File: config.mk
export PLATFORM = sky130hd
export DESIGN_NAME = shp_queue
export DESIGN_NICKNAME = d
export VERILOG_FILES = /design/src/hw/rtl/shp_pkg.sv /design/src/hw/rtl/shp_queue.sv
export SDC_FILE = /design/constraint.sdc
export NUM_CORES = 1
export LEC_CHECK = 0
export BUFFER_PORTS_ARGS = -buffer_cell sky130_fd_sc_hd__buf_2
export CORE_MARGIN = 1
export CORE_UTILIZATION = 35
export DETAILED_ROUTE_END_ITERATION = 10
export MAX_ROUTING_LAYER = met4
export PLACE_DENSITY_LB_ADDON = 0.1
export SYNTH_ARGS = -nofsm -noshare
export SYNTH_HDL_FRONTEND = slang
export SYNTH_SLANG_ARGS = --single-unit
export TNS_END_PERCENT = 1
File: constraint.sdc
create_clock -name clk -period 5.8 [get_ports clk]
set_input_delay 0.58 -clock clk [delete_from_list [all_inputs] [get_ports clk]]
set_output_delay 0.58 -clock clk [all_outputs]
set_load 0.01 [all_outputs]
File: src/hw/rtl/shp_pkg.sv
// ----------------------------------------------------------------------------
// shp_pkg
// Shared constants, command codes and item types of the sparse Hadamard
// projection core.
// ----------------------------------------------------------------------------
package shp_pkg;

  // sizing of the tables and the output store
  localparam int MAX_POSITIONS = 64;
  localparam int MAX_ROWS      = 64;
  localparam int KEY_BITS      = 10;

  // field widths of the channels
  localparam int CMD_W  = 3;
  localparam int POS_W  = 6;
  localparam int HIDX_W = 10;
  localparam int KEY_W  = 10;
  localparam int SIGN_W = 2;
  localparam int ROW_W  = 6;
  localparam int VAL_W  = 32;
  localparam int ACC_W  = 40;
  localparam int AP_W   = 7;

  // configuration port
  localparam int CFG_AW = 3;
  localparam int CFG_DW = 32;
  localparam logic [AP_W-1:0] AP_RESET = 7'd64;
  localparam logic REG_ACTIVE_POSITIONS = 1'b0;

  // derived widths
  localparam int POS_AW     = (MAX_POSITIONS > 1) ? $clog2(MAX_POSITIONS) : 1;
  localparam int POS_CW     = $clog2(MAX_POSITIONS + 1);
  localparam int ROW_AW     = (MAX_ROWS > 1) ? $clog2(MAX_ROWS) : 1;
  localparam int ST_DEPTH   = MAX_ROWS * MAX_POSITIONS;
  localparam int ST_AW      = (ST_DEPTH > 1) ? $clog2(ST_DEPTH) : 1;
  localparam int SIGN_DEPTH = 1 << KEY_BITS;
  localparam int SIGN_AW    = KEY_BITS;
  localparam int BASE_W     = VAL_W + 2;

  localparam logic [KEY_W-1:0] KEY_MASK = KEY_W'((64'(1) << KEY_BITS) - 64'(1));
  localparam logic [ACC_W-1:0] ACC_MAX  = {1'b0, {(ACC_W-1){1'b1}}};
  localparam logic [ACC_W-1:0] ACC_MIN  = {1'b1, {(ACC_W-1){1'b0}}};

  // decoupling queue
  localparam int QUEUE_DEPTH = 2;
  localparam int QUEUE_AW    = (QUEUE_DEPTH > 1) ? $clog2(QUEUE_DEPTH) : 1;
  localparam int QUEUE_CW    = $clog2(QUEUE_DEPTH + 1);

  typedef enum logic [CMD_W-1:0] {
    CMD_LOAD_INDEX = 3'd0,
    CMD_LOAD_SIGN  = 3'd1,
    CMD_ACCUMULATE = 3'd2,
    CMD_READ       = 3'd3,
    CMD_CLEAR      = 3'd4
  } cmd_t;

  typedef enum logic [2:0] {
    OP_LOAD_INDEX,
    OP_LOAD_SIGN,
    OP_ACCUMULATE,
    OP_READ,
    OP_READ_ZERO,
    OP_CLEAR
  } op_t;

  typedef struct packed {
    op_t                      op;
    logic [POS_W-1:0]         pos;
    logic [HIDX_W-1:0]        hidx;
    logic [KEY_W-1:0]         key;
    logic signed [SIGN_W-1:0] sign;
    logic [ROW_W-1:0]         row;
    logic signed [VAL_W-1:0]  value;
  } item_t;

endpackage

File: src/hw/rtl/shp_queue.sv
// ----------------------------------------------------------------------------
// shp_queue
// Short queue of classified items between the front and the back end.
// ----------------------------------------------------------------------------
module shp_queue (
  input  logic           clk,
  input  logic           rst_n,
  input  logic           push,
  input  shp_pkg::item_t push_item,
  output logic           full,
  output logic           head_valid,
  output shp_pkg::item_t head_item,
  input  logic           pop
);
  import shp_pkg::*;

  item_t               entry_r [QUEUE_DEPTH];
  logic [QUEUE_AW-1:0] wr_ptr_r;
  logic [QUEUE_AW-1:0] rd_ptr_r;
  logic [QUEUE_CW-1:0] count_r;

  assign full       = count_r == QUEUE_CW'(QUEUE_DEPTH);
  assign head_valid = count_r != '0;
  assign head_item  = entry_r[rd_ptr_r];

  always_ff @(posedge clk) begin
    if (!rst_n) begin
      wr_ptr_r <= '0;
      rd_ptr_r <= '0;
      count_r  <= '0;
    end else begin
      if (push) begin
        entry_r[wr_ptr_r] <= push_item;
        wr_ptr_r <= (32'(wr_ptr_r) == QUEUE_DEPTH - 1) ? '0 : wr_ptr_r + 1'b1;
      end
      if (pop) begin
        rd_ptr_r <= (32'(rd_ptr_r) == QUEUE_DEPTH - 1) ? '0 : rd_ptr_r + 1'b1;
      end
      if (push && !pop) begin
        count_r <= count_r + 1'b1;
      end else if (pop && !push) begin
        count_r <= count_r - 1'b1;
      end
    end
  end

endmodule

After elaboration in Yosys (flattened, before gate mapping)

Memory sizes are Yosys's and may differ from the RTL's. A register that Yosys moved wholly into a read port is not among the register bits.
Cells that the tools add are included.

Register bits: 4
Logic and storage cells: 24
RAM bits: 138
Input bits: 73
Output and inout port bits: 71
Memories kept: 1

Reduce and logical (&&, ||, !) cells: 6
Add/subtract/negate cells: 4
Multiplexer cells: 9
Eq/ne operators: 1

Memory list:

| memory  | words | width | rd ports | clocked after memory_dff | write ports | RTL line        | source |
|---|---|---|---|---|---|---|---|
| entry_r | 2     | 69    | 1        | 1                        | 1           | shp_queue.sv:17 | `item_t entry_r [QUEUE_DEPTH];` |

Operators by type and width:

| operator            | count |
|---|---|
| $mux 1              | 7 |
| $mux 2              | 2 |
| $reduce_bool 2->1   | 2 |
| $add 1x1->1 const B | 2 |
| $add 2x1->2 const B | 1 |
| $eq 2x2->1 const B  | 1 |
| $logic_and 1x1->1   | 2 |
| $logic_not 1->1     | 2 |
| $sub 2x1->2 const B | 1 |

Logic depth before layout (Yosys ltp)

Gate-level depths: netlist of run 1.

Depth after elaboration: 4
Depth in mapped cells: 5
Depth with buffers taken out: 5

Worst setup path before layout of run 1

OpenSTA, ideal clock, no wires.

Kind: input-to-reg
Start point: in rst_n
End point: mem entry_r[0][0] in the netlist's numbering, enable pin
Data required time: 5.302 ns
Stages: 2
Setup slack: 1.764 ns
Data arrival time: 3.538 ns
Library setup time: 0.498 ns
Buffers on the path: 0
Cells stage by stage: nand2_1 nor2_1

Longest elaborated chain between the ends: 2

Ends and longest elaborated chain:

| what                         | RTL line        | source |
|---|---|---|
| start, declared              | shp_queue.sv:7  | `input logic rst_n,` |
| $mux 1                       | shp_queue.sv:27 | `if (!rst_n) begin` |
| $mux 1 (implied by the code) | shp_queue.sv:33 | `entry_r[wr_ptr_r] <= push_item;` |
| end, declared                | shp_queue.sv:17 |  |

No other way between the ends.

==> results.md, run 1 <==
- Fmax achieved: around 0.38 GHz
- Drt first pass iters: 4
- Post-CTS sizing: 0
- Proportion of netlist area held by the largest area contributor: 0.7905
- Rel. slew slack: 0.3108
- Cell taking the most area after synthesis: edfxtp_1
- Placed cell areas: 0.006150 mm2
- Minimum clock period: approximately 2.6 ns
- Cts hold-fix bufs: 0
- Worst path required time: about 5.2 ns
- Post-Syn Nets: 312
- I/O pin total: 144
- ANT cells: 0
- Total CTS buffers: 17
- H-tree levels: 4
- Core ar.: about 0.015 mm2
- CP Capture Type: output port
- DP HPWL: 5421 um
- Number of port buffers: approximately 140
- Root buffer cell: clkbuf_16
- Drc violations: 0
- Post-synthesis sequential area ratio: 0.8095
- Worst Path Class, Setup: reg -> out
- Worst Tran Pin Value: between 1 and 1.5 ns
- Clk pin slew, worst setup/hold paths: approximately 0.060 ns
- Layout area overhead: 29.69%
- Worst-Skew Late Latency: approximately 0.4 ns
- Max-slew violations: 0
- Setup ws final: ~3.2 ns
- Pre-CTS setup slack: 3.146 ns
- Crit-path max FO: 69
- Number of global-route vias before repair: roughly 2700
- Run status: completed
- Syn Inst Count: between 200 and 250
- Via density per instance: around 4.5
- CTS Sinks: approximately 140
- Initial Utilization: 0.3593
- EDFF count, synth: roughly 140
- Nets: 467
- GRT Resource Usage Total: 0.1288
- Largest net degree at the start of global routing: 70
- First-iteration detailed-routing DRC count: 77
- Setup tns final: 0 ns
- Routed wire length: about 9200 um
- Crit path launch type: register
- Top post-synthesis cells by area: edfxtp_1, mux2_2, mux2_4
- Final instance area: about 0.007 mm2
- GRT overflow: 0
- Max_cap viols: 0
- Peak VDD IR: about 0.22 mV
- Warnings, synthesis: 0
- Synth Register Bits: around 140
- Mean Syn Cell Area: ~22 um2
- Final Setup Violations: 0
- Netlist Area Pre-Place: 0.005243 mm2
- CP arrival: between 2 and 2.5 ns
- Final core utilization: 0.4660
- Hold Vio Cnt, Final: 0
- Antenna Violating Nets Remaining: 0
- Die Height: approximately 120 um
- Die Wd: ~120 um
- R2r setup slk: ~3.7 ns
- HP Class: in -> reg
- Most used DFF post-synth: edfxtp_1
- Initial antenna violation count: 0
- Share of layout cells above drive strength 1: 0.6010
- Vias: around 2600
- Die area: between 0.015 and 0.02 mm2
- Worst Skew: 0.003493 ns
- Final period util: 0.4539
- TritonCTS clock tree: yes
- Fillers: ~1300
- Row Count: 44
- GP Congestion: ~0.66
- Average wire per standard cell: 15.57 um
- Max Root-Sink Buffers: 2
- First-pass GRT wire length: between 10000 and 15000 um
- Leak: 2.549 nW
- Netlist cell types: 20
- Async S/R FF share, synth: 0
- Power Density: 381.0 mW/mm2
- RSZ-0062 raised after global routing: false
- # Post-CTS Setup Buffers: 0
[Yosys cell counts, types with 2 or more instances]
cell type / n
and2_1: 4
dfxtp_1: 5
mux2_4: 10
buf_6: 2
mux2_2: 59
xor2_1: 3
buf_2: 5
edfxtp_1: 138
[critical path, cell delays in order (launching register included)]
cell and delay, ns:
dfxtp_4 1.02, mux2_2 0.43, buf_2 0.15
[kinds of logic (layout without fill, tap and decap cells)]
logic type,after synthesis,after routing,share of synthesized area
multiplexers,69,69,0.1554
XOR/XNOR,4,4,0.006684
buffers and inverters,9,177,0.01265
adder cells (fa/ha/maj),1,1,0.002386
AND/OR/NAND/NOR,10,10,0.01098
flip-flops,143,143,0.8095
AO/OA/AOI/OAI,2,2,0.002386
[layout by cell type, fill, tap and decap left out, types with 2 or more instances in the layout]
cell type	netlist	layout
clkinv_1	0	4
clkinvlp_4	0	2
mux2_4	10	10
clkinv_2	0	2
xor2_1	3	3
mux2_2	59	59
bufinv_16	0	6
and2_1	4	4
buf_2	5	143
edfxtp_1	138	138
dfxtp_1	5	4
clkbuf_16	0	17
[stage by stage]
stage / cells / hold WS, ns / power, W
after floorplan: 238 / 0.4606 / 0.001342
after global placement: 558 / 0.4936 / 0.001429
after detailed placement: 558 / 0.4894 / 0.001431
after CTS: 590 / 0.3321 / 0.002625
after global routing: 590 / 0.3242 / 0.002682
final: 590 / 0.3529 / 0.002591
[per-layer routing]
layer	GRT usage	vias up	routed length, um
li1	-	1246	-
met1	0.1465	1291	4064
met2	0.1908	100	4258
met3	0.06357	11	725
met4	0.05741	0	140
met5	-	-	0
[flip-flops by register name, summed over array words and instances (netlist names), named ones only]
register  flops
entry_r     138
count_r       2
wr_ptr_r      1
rd_ptr_r      1
[path summary, 6_finish.rpt]
| kind | from | end | depth (start not counted) |
|---|---|---|---|
| setup reg to reg | wr_ptr_r | entry_r[0][68] | 2 |
| setup / recovery | register | head_item[53] | 2 |
| hold / removal | push_item[64] | entry_r[0][64] | 1 |
| hold reg to reg | count_r[1] | count_r[1] | 2 |
[power by group]
group / internal, W / switching (W)
sequential: 0.00118 / 0.0000308
clock: 0.000798 / 0.000389
combinational: 0.000104 / 0.0000885
total: 0.00208 / 0.000508
[cell type report]
| type | instances | area [um2] | share of cell area |
|---|---|---|---|
| clock inverters | 14 | 220.2 | 0.03239 |
| multi-input cells | 86 | 944.7 | 0.1389 |
| inverters | 1 | 3.754 | 0.0005521 |
| repair buffers | 144 | 723.2 | 0.1064 |
| flip-flops and latches | 143 | 4248 | 0.6248 |
| well taps | 184 | 230.2 | 0.03386 |
| clock buffers | 18 | 429.2 | 0.06312 |
No activity file was read; power rests on OpenSTA's default activity.
==> run 2: changes to the inputs <==
==> constraint.sdc (replaced) <==
create_clock -name clk -period 2.2 [get_ports clk]
set_input_delay 0.22 -clock clk [delete_from_list [all_inputs] [get_ports clk]]
set_output_delay 0.22 -clock clk [all_outputs]
set_load 0.01 [all_outputs]
==> run 2 against run 1 <==
Net effect: setup slack worse by 2.8 ns; total power is 150% higher; flip-flop and latch count stayed put; routed wire length is 7.2% higher; largest power group unchanged.
==> results.md, run 2 (synthesis results as in run 1) <==
- Nets: 542 (+16%)
- Largest Register: entry_r
- Die area: 0.01547 mm2 (unchanged)
- First-iteration detailed-routing DRC count: 153 (+99%)
- First-pass GRT wire length: 15930 um (+13%)
- Final Setup Violations: 0 (unchanged)
- Cell Count, Final, Fillers Out: 665 (+13%)
- Commonest non-fill, non-tap cells in the layout: buf_2, edfxtp_1, dlygate4sd3_1
- # Post-CTS Setup Buffers: 0 (unchanged)
- Pwr Total: 0.006437 W (+150%)
- Share of layout cells above drive strength 1: 0.5198 (-0.08123)
- Worst path required time: 1.98 ns (-3.24 ns)
- Power Density: 863.3 mW/mm2 (+130%)
- CP arrival: 1.66 ns (-0.39 ns)
- Run status: completed
- Multi-input gate area: 944.7 um2 (unchanged)
- Final period util: 0.8559
- Worst-Skew Late Latency: 0.41 ns (about the same)
- Die Height: 124.4 um (unchanged)
- Max_cap viols: 0 (unchanged)
- Leak: 2.840 nW (+11%)
- Vias: 2915 (+10%)
- Crit-path max FO: 26 (-62%)
- Via density per instance: 4.383 (-2.3%)
- RSZ-0062 raised after global routing: false
- Total CTS buffers: 17 (unchanged)
- Initial antenna violation count: 0 (unchanged)
- Dpl cells: 564 (+1.1%)
- H-tree levels: 4 (unchanged)
- I/O pin total: 144 (unchanged)
- Number of port buffers: 143 (unchanged)
- CP Capture Type: output port
- Drt first pass iters: 5 (+1)
- Number of global-route vias before repair: 3136 (+15%)
- TritonCTS clock tree: yes
- Worst Skew: 0.002838 ns (-0.0006554 ns)
- Fillers: 1234 (-4.0%)
- Row Count: 44 (unchanged)
- Average wire per standard cell: 14.81 um (-4.9%)
- DP HPWL: 6201 um (+14%)
- Crit path launch type: register
- Largest register FFs: 138 (unchanged)
- GP Congestion: 0.6974 (+6.0%)
- Largest net degree at the start of global routing: 44 (-37%)
- Minimum clock period: around 1.9 ns
- Worst Tran Pin Value: 0.5230 ns (-0.5108 ns)
- ANT cells: 0 (unchanged)
- Peak VDD IR: 0.4705 mV (+110%)
- Register Area: 0.004248 mm2 (unchanged)
- Antenna Violating Nets Remaining: 0 (unchanged)
- Top flop regs: entry_r x138, count_r x2
- GRT Resource Usage Total: 0.1412 (+0.01237)
- Die Wd: 124.4 um (unchanged)
- Root buffer cell: clkbuf_16
- Initial Utilization: 0.3593 (unchanged)
- Worst Path Class, Setup: reg -> out
- Fmax achieved: ~0.53 GHz
- Rel. slew slack: 0.6513 (+0.3405)
- Drc violations: 0 (unchanged)
- GRT overflow: 0 (unchanged)
- HP Class: in -> reg
- Core ar.: 0.01459 mm2 (unchanged)
- Max-slew violations: 0 (unchanged)
- Layout area overhead: 42.22%
- Max Root-Sink Buffers: 2 (unchanged)
- Clk pin slew, worst setup/hold paths: 0.06 ns (about the same)
- Commonest non-fill, non-tap cell in the layout: buf_2
- CTS Sinks: 143 (unchanged)
- Routed wire length: 9850 um (+7.2%)
- Hold Slack: 0.1059 ns (-0.2469 ns)
- Hold Vio Cnt, Final: 0 (unchanged)
## run 2: layout make-up
cell class	instances	share of cell area
flip-flops and latches	143	0.5697
clock buffers	25	0.06511
clock inverters	7	0.008055
well taps	184	0.03088
inverters	1	0.0005034
multi-input cells	86	0.1267
repair buffers	219	0.1990
## run 2: repair_timing
item	4_1_cts	5_1_grt
hold buffers	69	0
endpoints found under the hold margin	138	0
gates resized for setup	0	0
## run 2: per-layer routing
layer | vias up | GRT usage | part of all wire
li1 | 1400 | - | -
met1 | 1404 | 0.1664 | 0.42
met2 | 92 | 0.2203 | 0.50
met3 | 19 | 0.04167 | 0.055
met4 | 0 | 0.07016 | 0.023
met5 | - | - | 0
## run 2: final timing paths
path | slack [ns] | cells after the start | end | startpoint
worst max-delay path | 0.32 | 3 | head_item[28] | register
worst min-delay path | 0.11 | 2 | count_r[0] | rst_n
worst max register to register | 0.75 | 2 | entry_r[1][22] | wr_ptr_r
worst min register to register | 0.50 | 2 | count_r[1] | count_r[1]
## run 2: critical path, cell delays in order (launching register included)
cell	delay, ns
dfxtp_4	0.35
buf_4	0.35
mux2_2	0.39
buf_2	0.14
## run 2: power by group
group | internal [W] | switching (W) | total, W
Clock | 0.00163 | 0.000994 | 0.00263
Combinational | 0.000366 | 0.000303 | 0.000669
Sequential | 0.00311 | 0.0000308 | 0.00314
Total | 0.00511 | 0.00133 | 0.00644
## run 2: through the flow
stage	TNS (ns)	cell area, um2	worst slack [ns]	utilization
global placement	0	6220	0.7318	0.4263
detailed placement	0	6220	0.7270	0.4263
finish	0	7456	0.3171	0.5111
floorplan	-21.51	5250	-0.3118	-
CTS	0	7456	0.2741	0.5111
global route	0	7456	0.2320	0.5111
